==> config.mk <==
export PLATFORM = sky130hd
export DESIGN_NAME = keypad_pin_lock_controller
export DESIGN_NICKNAME = d
export VERILOG_FILES = /design/src/rtl/kplc_pkg.sv /design/src/rtl/keypad_pin_lock_controller.sv /design/src/rtl/kplc_fsm.sv
export SDC_FILE = /design/constraint.sdc
export NUM_CORES = 1
export LEC_CHECK = 0
export BUFFER_PORTS_ARGS = -buffer_cell sky130_fd_sc_hd__buf_2
export CAP_MARGIN = 20
export CORE_MARGIN = 8
export CORE_UTILIZATION = 35
export DETAILED_ROUTE_END_ITERATION = 10
export SLEW_MARGIN = 10
export SYNTH_ARGS = -nofsm -noshare
export SYNTH_HDL_FRONTEND = slang
export SYNTH_HIERARCHICAL = 1
export SYNTH_SLANG_ARGS = --single-unit
==> constraint.sdc <==
create_clock -name aclk -period 3.4 [get_ports aclk]
set_clock_uncertainty 0.1 [all_clocks]
set_input_delay 0.68 -clock aclk [delete_from_list [all_inputs] [get_ports aclk]]
set_output_delay 0.68 -clock aclk [all_outputs]
set_load 0.05 [all_outputs]
==> src/rtl/kplc_pkg.sv <==
// Shared types, codes and constants for the keypad code lock.
package kplc_pkg;

    // Internal mode register, one-hot
    typedef enum logic [3:0] {
        MODE_STANDBY = 4'b0001,
        MODE_AUTH    = 4'b0010,
        MODE_MENU    = 4'b0100,
        MODE_LOCKOUT = 4'b1000
    } mode_t;

    // Mode as reported on the result stream
    localparam logic [1:0] MODE_CODE_STANDBY = 2'd0;
    localparam logic [1:0] MODE_CODE_AUTH    = 2'd1;
    localparam logic [1:0] MODE_CODE_MENU    = 2'd2;
    localparam logic [1:0] MODE_CODE_LOCKOUT = 2'd3;

    // Event kinds
    localparam logic [1:0] OP_TICK = 2'd0;
    localparam logic [1:0] OP_KEY  = 2'd1;
    localparam logic [1:0] OP_WAKE = 2'd2;

    // Verdict codes
    localparam logic [1:0] VERDICT_NONE  = 2'd0;
    localparam logic [1:0] VERDICT_GRANT = 2'd1;
    localparam logic [1:0] VERDICT_WRONG = 2'd2;

    // Configuration register indexes
    localparam int unsigned CFG_INDEX_W = 1;
    localparam logic [CFG_INDEX_W-1:0] CFG_PIN_CODE     = 1'b0;
    localparam logic [CFG_INDEX_W-1:0] CFG_MAX_ATTEMPTS = 1'b1;

    // Keypad characters
    localparam logic [7:0] KEY_HASH = 8'h23;
    localparam logic [7:0] KEY_0    = 8'h30;
    localparam logic [7:0] KEY_1    = 8'h31;
    localparam logic [7:0] KEY_9    = 8'h39;

    // Field widths
    localparam int unsigned PIN_W     = 16;
    localparam int unsigned TRIES_W   = 4;
    localparam int unsigned PHASE_W   = 6;
    localparam int unsigned HALL_W    = 4;
    localparam int unsigned KEY_W     = 8;
    localparam int unsigned OP_W      = 2;
    localparam int unsigned S_TDATA_W = 8;
    localparam int unsigned M_TDATA_W = 16;

    // Timing in ticks
    localparam logic [PHASE_W-1:0] BLINK_ON_TICKS = 6'd10;
    localparam logic [PHASE_W-1:0] BLINK_PERIOD   = 6'd40;
    localparam logic [PHASE_W-1:0] ALARM_HALF     = 6'd10;
    localparam logic [PHASE_W-1:0] ALARM_TOTAL    = 6'd60;

    // Reset values and limits
    localparam logic [PIN_W-1:0]   PIN_RESET          = 16'h1234;
    localparam logic [TRIES_W-1:0] MAX_ATTEMPTS_RESET = 4'd3;
    localparam logic [TRIES_W-1:0] TRIES_MAX          = 4'd15;
    localparam int unsigned        CODE_DIGITS_DEFAULT = 4;

    // Result of one event
    typedef struct packed {
        logic [1:0]        mode;
        logic              white_led;
        logic              green_led;
        logic              red_led;
        logic              buzzer;
        logic              digit_taken;
        logic [1:0]        verdict;
        logic [HALL_W-1:0] hall_toggle;
        logic              logged_out;
    } kplc_result_t;

    function automatic logic [1:0] mode_code(input mode_t m);
        logic [1:0] c;
        c = MODE_CODE_STANDBY;
        unique case (m)
            MODE_STANDBY: c = MODE_CODE_STANDBY;
            MODE_AUTH:    c = MODE_CODE_AUTH;
            MODE_MENU:    c = MODE_CODE_MENU;
            MODE_LOCKOUT: c = MODE_CODE_LOCKOUT;
            default:      c = MODE_CODE_STANDBY;
        endcase
        return c;
    endfunction

endpackage

==> src/rtl/keypad_pin_lock_controller.sv <==
// Top level of the keypad code lock: stream ports, configuration and pipeline registers.
//
// Keypad code lock. Each input transaction is one event: a 100 ms tick, a keypad key
// (ASCII) or a wake button press; each event returns exactly one result transaction
// carrying the mode, the LED and buzzer levels after the event, and the per-event
// flags (digit taken, PIN verdict, hall light toggle, logout). Standby blinks the
// white LED 10 ticks on, 30 off; a wake press starts PIN entry with the green LED
// lit; CODE_DIGITS decimal digits are compared with the BCD pin_code register. A
// match opens the menu ('#' logs out, '1'..'9' report a hall light). After
// max_attempts misses the lock sounds red LED and buzzer 10 on / 10 off three times,
// then drops to standby. Throughput is one event per clock cycle while the
// master side is not stalled. An accepted event is held in the input register,
// then passes through the combinational state update into the result register,
// which drives the master side. A stalled result holds the pipeline; the slave
// side keeps accepting as long as the input register can move on. Write
// configuration only while no event is in flight; cfg_ready is always high.
module keypad_pin_lock_controller #(
    parameter int unsigned CODE_DIGITS = kplc_pkg::CODE_DIGITS_DEFAULT
) (
    input  logic                                aclk,
    input  logic                                aresetn,
    // Event stream
    input  logic                                s_tvalid,
    output logic                                s_tready,
    input  logic [kplc_pkg::S_TDATA_W-1:0]      s_tdata,  // [7:0] key
    input  logic [kplc_pkg::OP_W-1:0]           s_tuser,  // [1:0] op
    // Result stream
    output logic                                m_tvalid,
    input  logic                                m_tready,
    // [1:0] mode, [2] white_led, [3] green_led, [4] red_led, [5] buzzer,
    // [6] digit_taken, [8:7] verdict, [12:9] hall_toggle, [13] logged_out, [15:14] zero
    output logic [kplc_pkg::M_TDATA_W-1:0]      m_tdata,
    // Configuration write channel
    input  logic                                cfg_valid,
    output logic                                cfg_ready,
    input  logic [kplc_pkg::CFG_INDEX_W-1:0]    cfg_index,
    input  logic [kplc_pkg::PIN_W-1:0]          cfg_data
);
    import kplc_pkg::*;

    // Configuration registers
    logic [PIN_W-1:0]   pin_code_reg;
    logic [TRIES_W-1:0] max_attempts_reg;

    // Input stage
    logic               in_valid_reg, in_valid_next;
    logic [OP_W-1:0]    in_op_reg;
    logic [KEY_W-1:0]   in_key_reg;

    // Result stage
    logic               out_valid_reg, out_valid_next;
    kplc_result_t       out_res_reg;
    kplc_result_t       step_res;

    logic               s_fire;
    logic               advance;

    // Move the held event into the result stage when the result slot is free or draining
    assign advance   = in_valid_reg && (!out_valid_reg || m_tready);
    assign s_tready  = !in_valid_reg || advance;
    assign s_fire    = s_tvalid && s_tready;
    assign cfg_ready = 1'b1;

    // Configuration writes: the user must send these only while the block is idle; the block does not enforce it
    always_ff @(posedge aclk) begin
        if (!aresetn) begin
            pin_code_reg     <= PIN_RESET;
            max_attempts_reg <= MAX_ATTEMPTS_RESET;
        end else if (cfg_valid) begin
            unique case (cfg_index)
                CFG_PIN_CODE:     pin_code_reg     <= cfg_data;
                CFG_MAX_ATTEMPTS: max_attempts_reg <= cfg_data[TRIES_W-1:0];
                default:          pin_code_reg     <= pin_code_reg;
            endcase
        end
    end

    // Input register: load on every accepted transaction, drop once it advances
    always_comb begin
        in_valid_next = in_valid_reg;
        if (s_fire) begin
            in_valid_next = 1'b1;
        end else if (advance) begin
            in_valid_next = 1'b0;
        end
    end

    always_ff @(posedge aclk) begin
        if (!aresetn) begin
            in_valid_reg <= 1'b0;
        end else begin
            in_valid_reg <= in_valid_next;
        end
    end

    always_ff @(posedge aclk) begin
        if (s_fire) begin
            in_op_reg  <= s_tuser;
            in_key_reg <= s_tdata[KEY_W-1:0];
        end
    end

    // State update and result for the event in the input register
    kplc_fsm #(
        .CODE_DIGITS (CODE_DIGITS)
    ) u_fsm (
        .aclk         (aclk),
        .aresetn      (aresetn),
        .fire         (advance),
        .op           (in_op_reg),
        .key          (in_key_reg),
        .pin_code     (pin_code_reg),
        .max_attempts (max_attempts_reg),
        .res          (step_res)
    );

    // Result register: hold until the downstream takes it
    always_comb begin
        out_valid_next = out_valid_reg;
        if (advance) begin
            out_valid_next = 1'b1;
        end else if (m_tready) begin
            out_valid_next = 1'b0;
        end
    end

    always_ff @(posedge aclk) begin
        if (!aresetn) begin
            out_valid_reg <= 1'b0;
        end else begin
            out_valid_reg <= out_valid_next;
        end
    end

    always_ff @(posedge aclk) begin
        if (advance) begin
            out_res_reg <= step_res;
        end
    end

    assign m_tvalid = out_valid_reg;
    assign m_tdata  = {2'b00,
                       out_res_reg.logged_out,
                       out_res_reg.hall_toggle,
                       out_res_reg.verdict,
                       out_res_reg.digit_taken,
                       out_res_reg.buzzer,
                       out_res_reg.red_led,
                       out_res_reg.green_led,
                       out_res_reg.white_led,
                       out_res_reg.mode};

endmodule

==> src/rtl/kplc_fsm.sv <==
// Lock state registers and the per-event transition and result logic.
module kplc_fsm #(
    parameter int unsigned CODE_DIGITS = kplc_pkg::CODE_DIGITS_DEFAULT
) (
    input  logic                            aclk,
    input  logic                            aresetn,
    input  logic                            fire,
    input  logic [kplc_pkg::OP_W-1:0]       op,
    input  logic [kplc_pkg::KEY_W-1:0]      key,
    input  logic [kplc_pkg::PIN_W-1:0]      pin_code,
    input  logic [kplc_pkg::TRIES_W-1:0]    max_attempts,
    output kplc_pkg::kplc_result_t          res
);
    import kplc_pkg::*;

    localparam int unsigned CNT_W = $clog2(CODE_DIGITS + 1);
    localparam logic [PIN_W-1:0] CMP_MASK = (CODE_DIGITS >= 4) ? 16'hFFFF :
        PIN_W'((32'd1 << (4 * CODE_DIGITS)) - 32'd1);
    localparam logic [CNT_W-1:0] CNT_LAST = CNT_W'(CODE_DIGITS);

    mode_t              mode_reg,   mode_next;
    logic [CNT_W-1:0]   digits_reg, digits_next;
    logic [PIN_W-1:0]   entry_reg,  entry_next;
    logic [TRIES_W-1:0] tries_reg,  tries_next;
    logic [PHASE_W-1:0] phase_reg,  phase_next;

    logic               digit_taken;
    logic [1:0]         verdict;
    logic [HALL_W-1:0]  hall;
    logic               logged_out;

    logic [PHASE_W-1:0] phase_inc;
    logic [CNT_W-1:0]   digits_inc;
    logic [PIN_W-1:0]   entry_shift;
    logic [TRIES_W-1:0] tries_inc;
    logic               is_digit;
    logic               is_hall_key;
    logic               alarm_on;

    assign phase_inc   = phase_reg + 1'b1;
    assign digits_inc  = digits_reg + 1'b1;
    assign entry_shift = {entry_reg[PIN_W-5:0], key[3:0]};
    assign tries_inc   = (tries_reg == TRIES_MAX) ? tries_reg : tries_reg + 1'b1;
    assign is_digit    = (key >= KEY_0) && (key <= KEY_9);
    assign is_hall_key = (key >= KEY_1) && (key <= KEY_9);

    always_comb begin
        mode_next   = mode_reg;
        digits_next = digits_reg;
        entry_next  = entry_reg;
        tries_next  = tries_reg;
        phase_next  = phase_reg;
        digit_taken = 1'b0;
        verdict     = VERDICT_NONE;
        hall        = '0;
        logged_out  = 1'b0;
        unique case (mode_reg)
            MODE_STANDBY: begin
                if (op == OP_TICK) begin
                    phase_next = (phase_inc >= BLINK_PERIOD) ? '0 : phase_inc;
                end else if (op == OP_WAKE) begin
                    mode_next   = MODE_AUTH;
                    digits_next = '0;
                    entry_next  = '0;
                    tries_next  = '0;
                    phase_next  = '0;
                end
            end
            MODE_AUTH: begin
                if (op == OP_KEY && is_digit) begin
                    digit_taken = 1'b1;
                    entry_next  = entry_shift;
                    digits_next = digits_inc;
                    if (digits_inc >= CNT_LAST) begin
                        digits_next = '0;
                        entry_next  = '0;
                        if ((entry_shift & CMP_MASK) == (pin_code & CMP_MASK)) begin
                            verdict   = VERDICT_GRANT;
                            mode_next = MODE_MENU;
                        end else begin
                            verdict    = VERDICT_WRONG;
                            tries_next = tries_inc;
                            if (tries_inc >= max_attempts) begin
                                mode_next  = MODE_LOCKOUT;
                                phase_next = '0;
                            end
                        end
                    end
                end
            end
            MODE_MENU: begin
                if (op == OP_KEY) begin
                    if (key == KEY_HASH) begin
                        logged_out = 1'b1;
                        mode_next  = MODE_STANDBY;
                        phase_next = '0;
                    end else if (is_hall_key) begin
                        hall = key[HALL_W-1:0];
                    end
                end
            end
            MODE_LOCKOUT: begin
                if (op == OP_TICK) begin
                    phase_next = phase_inc;
                    if (phase_inc >= ALARM_TOTAL) begin
                        mode_next  = MODE_STANDBY;
                        phase_next = '0;
                    end
                end
            end
            default: begin
                mode_next  = MODE_STANDBY;
                phase_next = '0;
            end
        endcase
    end

    // Alarm light is on in the first half of each 20-tick window
    assign alarm_on = (phase_next < ALARM_HALF) ||
                      (phase_next >= 6'd20 && phase_next < 6'd30) ||
                      (phase_next >= 6'd40 && phase_next < 6'd50) ||
                      (phase_next >= ALARM_TOTAL);

    always_comb begin
        res.mode        = mode_code(mode_next);
        res.white_led   = (mode_next == MODE_STANDBY) && (phase_next < BLINK_ON_TICKS);
        res.green_led   = (mode_next == MODE_AUTH) || (mode_next == MODE_MENU);
        res.red_led     = (mode_next == MODE_LOCKOUT) && alarm_on;
        res.buzzer      = (mode_next == MODE_LOCKOUT) && alarm_on;
        res.digit_taken = digit_taken;
        res.verdict     = verdict;
        res.hall_toggle = hall;
        res.logged_out  = logged_out;
    end

    always_ff @(posedge aclk) begin
        if (!aresetn) begin
            mode_reg   <= MODE_STANDBY;
            digits_reg <= '0;
            entry_reg  <= '0;
            tries_reg  <= '0;
            phase_reg  <= '0;
        end else if (fire) begin
            mode_reg   <= mode_next;
            digits_reg <= digits_next;
            entry_reg  <= entry_next;
            tries_reg  <= tries_next;
            phase_reg  <= phase_next;
        end
    end

`ifndef SYNTHESIS
    a_digits_range: assert property (@(posedge aclk) disable iff (!aresetn)
        digits_reg < CNT_LAST)
        else $error("digit count reached code length");

    a_standby_phase: assert property (@(posedge aclk) disable iff (!aresetn)
        (mode_reg == MODE_STANDBY) |-> (phase_reg < BLINK_PERIOD))
        else $error("standby blink phase out of range");

    a_lockout_phase: assert property (@(posedge aclk) disable iff (!aresetn)
        (mode_reg == MODE_LOCKOUT) |-> (phase_reg < ALARM_TOTAL))
        else $error("lockout phase out of range");

    a_grant_opens_menu: assert property (@(posedge aclk) disable iff (!aresetn)
        (fire && res.verdict == VERDICT_GRANT) |=> (mode_reg == MODE_MENU))
        else $error("granted entry did not open the menu");

    a_logout_to_standby: assert property (@(posedge aclk) disable iff (!aresetn)
        (fire && res.logged_out) |=> (mode_reg == MODE_STANDBY && phase_reg == '0))
        else $error("logout did not return to standby");
`endif

endmodule

==> impl_metrics.py, run 1 <==
metrics = {
    "hold_path": {
        "hold_path.class": "flop to flop",
        "hold_depth": 2,
        "worstHoldStart": "u_fsm/digits_reg[1]$_SDFFE_PN0P_",
        "min_to": "u_fsm/digits_reg[1]$_SDFFE_PN0P_",
    },
    "setup_path": {
        "critPathMaxFanout": 5,
        "startpoint_type": "flop",
        "rrSetupSlack_ns": 0.08,
        "cp-end-kind": "flop",
        "r2r_cells": 12,
        "r2r_start": "u_fsm/tries_reg[0]$_SDFFE_PN0P_",
        "arrival_ns": 3.29,
        "critPathRequiredTime_ns": 3.37,
        "r2r-end": "m_tdata[4]$_DFFE_PP_",
        "criticalPathCategory": "flop to flop",
    },
    "clock_network": {
        "cts_hold_buf": 0,
        "cts-root-buf": "clkbuf_16",
        "clkSinkCount": 75,
        "clkSlewWorstSetupHoldPaths_ns": 0.06,
        "cts_htree_levels": 3,
        "clockBufferDepth": 2,
        "cts_tree": "built",
        "clk_latency_ns": 0.33,
        "numCtsBuffers": 9,
    },
    "global_routing": {
        "grt_pass1_wl_um": 14200,
        "grt_pass1_vias": 2868,
        "track_usage_pct": 12.0,
        "grt_max_degree": 38,
        "grt_overflow": 0,
        "antenna_found_initial": 0,
    },
    "floorplan": {
        "fp.dieH_um": 122,
        "die-area_um2": 15000,
        "start_util_pct": 35.3,
        "ioPinCount": 51,
        "floorplan.rows": 39,
        "core_area_um2": 11200,
        "die_w_um": 122,
    },
    "timing": {
        "max_freq_mhz": 301,
        "finalCriticalPeriod_ns": 3.32,
        "maxSlewViolCount": 0,
        "layout_setup_ws_ns": 0.0771,
        "hold_violations": 0,
        "worst_hold_slack_ns": 0.355,
        "setup_viol": 0,
        "fin_crit_sh_pct": 97.7,
        "slew_headroom_pct": 34.4,
        "tightestPinTransition_ns": 0.970,
    },
    "synthesis": {
        "synthCells": 419,
        "synth-simple-area-share_pct": 23.2,
        "syn_area_um2": 3960,
        "synth-compound-area-share_pct": 15.0,
        "yosys.area_share.adder_pct": 2.21,
        "synth_seq_cells": 75,
        "ys_async_sr_fraction_pct": 0,
        "avgSynthCellArea_um2": 9.45,
        "synthDistinctLibCells": 67,
        "synth_edf_count": 24,
        "yosysWarnings": 6,
        "synth_top_family_by_area": "simple AND/OR/NAND/NOR gates",
        "synth_xor_area_share_pct": 5.31,
        "seq_area_frac_synth_pct": 44.0,
        "muxShareOfSynthArea_pct": 4.33,
        "ys.flop_type": "dfxtp_1",
    },
    "route": {
        "drt_iter0_markers": 123,
        "vias": 3070,
        "avgRoutedWirePerCell_um": 14.6,
        "drtAntennaViolNets": 0,
        "first_pass_iters": 4,
        "drcViolationCount": 0,
        "wirelength_um": 8870,
        "avgViaCountPerCell": 5.05,
    },
    "pwr": {
        "p_leak_nw": 1.87,
        "cellPowerDensity_nw_per_um2": 488,
        "ir_drop_v": 0.000231,
        "fin_total_pwr_w": 0.00227,
    },
    "final_layout": {
        "syn_to_final_growth_pct": 17.3,
        "largest_register_ffs": 16,
        "layoutNonFillerInstCount": 608,
        "antenna_cells": 0,
        "nets": 499,
        "drive_gt1_share_pct": 21.5,
        "final_core_util_pct": 41.4,
    },
    "place": {
        "gp_congestion": 0.852,
        "dp_hpwl_um": 6480,
        "dp_slack_ns": -0.0236,
        "portBuffers": 47,
        "place_inst": 589,
    },
    "flow_run": {
        "cap_violations": 0,
    },
    "status": {
        "outcome": "finished, final reports clean",
    },
}
how the worst max path moves through the flow:
stage / from / cells after the start / end
floorplan: u_fsm/tries_reg[0]$_SDFFE_PN0P_ / 13 / m_tdata[4]$_DFFE_PP_
global placement: u_fsm/tries_reg[0]$_SDFFE_PN0P_ / 12 / m_tdata[4]$_DFFE_PP_
detailed placement: u_fsm/tries_reg[0]$_SDFFE_PN0P_ / 12 / m_tdata[5]$_DFFE_PP_
CTS: u_fsm/tries_reg[0]$_SDFFE_PN0P_ / 12 / m_tdata[4]$_DFFE_PP_
global route: u_fsm/tries_reg[0]$_SDFFE_PN0P_ / 13 / m_tdata[4]$_DFFE_PP_
finish: u_fsm/tries_reg[0]$_SDFFE_PN0P_ / 12 / m_tdata[4]$_DFFE_PP_
worst max-delay path, cell delays in order (launching register included):
cell and delay, ns:
dfxtp_2 0.34, ha_2 0.21, nand3_2 0.11, mux2_2 0.37, ha_1 0.30, a2111oi_2 0.07, a2111oi_2 0.26, a21o_2 0.25
nand2_4 0.08, a221oi_4 0.38, and4b_1 0.26, a211oi_2 0.21, a31oi_1 0.12
synth_stat cells (2+ instances only):
cell type | count | area share [%]
and2_1 | 7 | 1.1
inv_1 | 13 | 1.2
mux2i_1 | 16 | 4.0
a31oi_1 | 2 | 0.32
nand3_1 | 22 | 2.8
o21a_1 | 4 | 0.76
a211oi_1 | 10 | 1.9
ha_1 | 7 | 2.2
and3_1 | 4 | 0.63
buf_6 | 2 | 0.57
a21o_1 | 3 | 0.57
xor2_1 | 18 | 4.0
nor2b_1 | 6 | 0.95
a221oi_4 | 2 | 1.3
a21oi_1 | 24 | 3.0
nand2_1 | 55 | 5.2
nor4_1 | 6 | 0.95
xnor2_1 | 6 | 1.3
and4b_1 | 2 | 0.51
o211ai_1 | 7 | 1.3
nand4_1 | 2 | 0.32
nor3_1 | 3 | 0.38
or3_1 | 3 | 0.47
edfxtp_1 | 24 | 18
dfxtp_1 | 51 | 26
nand3b_1 | 7 | 1.3
a21boi_0 | 5 | 0.95
o21ai_1 | 2 | 0.25
or4b_1 | 2 | 0.51
nor4b_1 | 7 | 1.5
buf_2 | 7 | 0.88
clkbuf_1 | 13 | 1.2
nand2b_1 | 3 | 0.47
buf_4 | 7 | 1.3
o21ai_0 | 10 | 1.3
nor2_1 | 25 | 2.4
conb_1 | 2 | 0.19
routing by layer:
metal | vias to the layer above | GRT usage (%) | part of all wire (%)
met1 | 1448 | 15.5 | 49
met2 | 46 | 18.6 | 47
met5 | - | 0 | 0
met4 | 0 | 5.18 | 1.2
li1 | 1570 | - | -
met3 | 6 | 3.04 | 3.4
through the flow:
stage | instance area (um^2) | setup TNS (ns)
after CTS | 4610 | 0
after global routing | 4650 | -0.0716
final | 4650 | 0
after detailed placement | 4280 | -0.0472
after floorplan | 3970 | 0
after global placement | 4280 | 0
where the power goes:
group | leakage, nW | internal (W) | switching (W) | total (W)
Combinational | 1.06 | 0.0000916 | 0.000149 | 0.000241
Clock | 0.160 | 0.000655 | 0.000372 | 0.00103
Sequential | 0.656 | 0.000963 | 0.0000384 | 0.00100
Total | 1.87 | 0.00171 | 0.000560 | 0.00227
cell families after synthesis:
kind of cell,Yosys count
AND/OR/NAND/NOR,168
AO/OA/AOI/OAI,82
flip-flops,75
buffers and inverters,44
XOR/XNOR,24
multiplexers,17
adder cells (fa/ha/maj),7
other,2
layout by cell type, fill, tap and decap left out, types with 7 or more instances in the layout:
cell type and n:
a211oi_1 10, a21oi_1 24, and2_1 7, buf_2 47, buf_4 12, clkbuf_16 10, dfxtp_1 49, edfxtp_1 24
inv_1 13, mux2i_1 16, nand2_1 55, nand3_1 21, nand3b_1 7, nor2_1 25, o211ai_1 7, o21ai_0 10
xor2_1 18
timing repair:
| item | CTS | global route |
|---|---|---|
| gates resized for setup | 1 | 5 |
| pin swaps | 0 | 3 |
| setup endpoints to repair | 2 | 2 |
| buffers inserted | 0 | 3 |
final cells by class:
cell class	count	area (um^2)
clock buffers	12	278
clock inverters	4	55.1
fillers	1118	6580
inverters	14	52.6
multi-input cells	301	2010
flip-flops and latches	75	1740
well taps	143	179
repair buffers	59	325
Power figures use the tool's default switching activity.
==> run 2, diff against run 1 <==
- CORE_ASPECT_RATIO: not set -> 1.2
==> impl_metrics.py, run 2 (same netlist as run 1, synthesis figures left out) <==
metrics = {
    "route": {
        "drt_iter0_markers": 135,
        "avgViaCountPerCell": 5.18,
        "vias": 3151,
        "avgRoutedWirePerCell_um": 14.9,
        "wirelength_um": 9060,
        "drcViolationCount": 0,
        "drtAntennaViolNets": 0,
        "first_pass_iters": 4,
    },
    "clock_network": {
        "clkSinkCount": 75,
        "cts_hold_buf": 0,
        "cts_tree": "built",
        "cts-root-buf": "clkbuf_16",
        "clockBufferDepth": 2,
        "clk_latency_ns": 0.34,
        "clkSlewWorstSetupHoldPaths_ns": 0.06,
        "numCtsBuffers": 9,
        "cts_htree_levels": 3,
    },
    "status": {
        "outcome": "finished, final reports clean",
    },
    "floorplan": {
        "ioPinCount": 51,
        "core_area_um2": 11000,
        "fp.dieH_um": 133,
        "floorplan.rows": 42,
        "die-area_um2": 15000,
        "start_util_pct": 35.9,
        "die_w_um": 113,
    },
    "setup_path": {
        "max_stage_delay_ns": 0.37,
        "r2r_cells": 13,
        "rrSetupSlack_ns": 0.10,
        "crit_chain": "ha_4, nand3_4, mux2_4, ha_4, a2111oi_4, a2111oi_4, a21o_2, nand2_4, a221oi_4, buf_4, nor4b_4, a211oi_2, a31oi_1",
        "critPathMaxFanout": 5,
        "startpoint_type": "flop",
        "cp_slowest_cell": "dfxtp_4",
        "critPathRequiredTime_ns": 3.37,
        "criticalPathCategory": "flop to flop",
        "r2r-end": "m_tdata[4]$_DFFE_PP_",
        "r2r_start": "u_fsm/tries_reg[1]$_SDFFE_PN0P_",
        "worst-path-stages": 13,
        "arrival_ns": 3.27,
        "cp-end-kind": "flop",
        "critPathTopFamily": "compound AO/OA/AOI/OAI gates",
        "critPathBufInv": 1,
    },
    "final_layout": {
        "antenna_cells": 0,
        "syn_to_final_growth_pct": 19.9,
        "final_cell_mix": "55 x nand2_1, 49 x dfxtp_1, 47 x buf_2",
        "largest_register_ffs": 16,
        "nets": 510,
        "multi_input_area_um2": 2100,
        "nFillCells": 1108,
        "seq_area_um2": 1750,
        "final_core_util_pct": 43.0,
        "final_common_cell": "nand2_1",
        "drive_gt1_share_pct": 23.3,
    },
    "place": {
        "portBuffers": 47,
        "gp_congestion": 0.808,
        "dp_hpwl_um": 6540,
    },
    "timing": {
        "setup_viol": 0,
        "finalCriticalPeriod_ns": 3.30,
        "maxSlewViolCount": 0,
        "slew_headroom_pct": 36.7,
        "max_freq_mhz": 303,
        "fin_crit_sh_pct": 97.1,
        "hold_violations": 0,
        "tightestPinTransition_ns": 0.950,
    },
    "hold_path": {
        "min_to": "u_fsm/digits_reg[1]$_SDFFE_PN0P_",
        "worstHoldStart": "u_fsm/digits_reg[1]$_SDFFE_PN0P_",
        "hold_depth": 2,
        "hold_path.class": "flop to flop",
    },
    "global_routing": {
        "grt_pass1_vias": 3085,
        "grt_overflow": 0,
        "grt_pass1_wl_um": 14600,
        "grt_max_degree": 38,
        "antenna_found_initial": 0,
        "track_usage_pct": 12.0,
    },
    "pwr": {
        "fin_total_pwr_w": 0.00214,
        "ir_drop_v": 0.000281,
        "p_leak_nw": 1.91,
        "cellPowerDensity_nw_per_um2": 451,
    },
    "flow_run": {
        "cap_violations": 0,
    },
}
==> run 2: cell types whose count changed in the layout (fill, tap and decap cells not counted), moves of 2 or more <==
cell and change:
ha_4 +2, clkbuf_1 +2, a2111oi_4 +2, buf_4 +11
a2111oi_2 -2
==> run 2: power by group <==
part | internal (W) | switching [W] | leakage (nW) | total (W)
Combinational | 0.000101 | 0.000158 | 1.12 | 0.000259
Clock | 0.000520 | 0.000366 | 0.138 | 0.000885
Sequential | 0.000962 | 0.0000362 | 0.656 | 0.000998
Total | 0.00158 | 0.000560 | 1.91 | 0.00214
==> run 2: worst reg2reg max path, cell delays in order (launching register included) <==
cell,delay (ns)
dfxtp_4,0.37
ha_4,0.16
nand3_4,0.11
mux2_4,0.35
ha_4,0.28
a2111oi_4,0.07
a2111oi_4,0.36
a21o_2,0.24
nand2_4,0.08
a221oi_4,0.34
buf_4,0.18
nor4b_4,0.05
a211oi_2,0.21
a31oi_1,0.14
==> run 2: layout make-up <==
| cell class | instances | share of cell area (%) |
|---|---|---|
| clock inverter | 4 | 0.685 |
| clock buffer | 12 | 5.19 |
| multi-input combinational | 301 | 44.2 |
| tap | 132 | 3.48 |
| timing repair buffer | 70 | 8.59 |
| sequential | 75 | 36.8 |
| inverter | 14 | 1.11 |
==> run 2: per-stage QoR <==
step                      area, um^2  setup WS [ns]  std cells  setup TNS (ns)  hold slack, ns
after floorplan                 3970        0.00612        420               0           0.335
after global placement          4280         0.0917        581               0           0.344
after detailed placement        4280        -0.0585        581          -0.117           0.350
after CTS                       4570         0.0120        597               0           0.358
after global routing            4750        -0.0324        608         -0.0646           0.393
final                           4750          0.100        608               0           0.356
==> run 2: layer usage <==
layer / up-vias / GRT usage, % / routed length (um)
met5: - / 0 / 0
met4: 0 / 5.56 / 163
met3: 12 / 4.05 / 444
met2: 65 / 19.8 / 4670
met1: 1481 / 13.8 / 3780
li1: 1593 / - / -
==> run 2: timing repair <==
action                     4_1_cts  5_1_grt
hold endpoints to repair         0        0
setup endpoints to repair        2        2
pin swaps                        3       10
setup buffers                    0       11
resized for setup                2       14
==> run 2: worst max path at each step <==
stage / startpoint / end / slack [ns]
6_report: u_fsm/tries_reg[1]$_SDFFE_PN0P_ / m_tdata[4]$_DFFE_PP_ / 0.10
5_1_grt: u_fsm/tries_reg[1]$_SDFFE_PN0P_ / m_tdata[4]$_DFFE_PP_ / -0.03
4_1_cts: u_fsm/tries_reg[1]$_SDFFE_PN0P_ / m_tdata[5]$_DFFE_PP_ / 0.01
3_5_place_dp: u_fsm/tries_reg[1]$_SDFFE_PN0P_ / m_tdata[5]$_DFFE_PP_ / -0.06
3_3_place_gp: u_fsm/tries_reg[1]$_SDFFE_PN0P_ / m_tdata[5]$_DFFE_PP_ / 0.09
2_1_floorplan: u_fsm/tries_reg[0]$_SDFFE_PN0P_ / m_tdata[4]$_DFFE_PP_ / 0.006
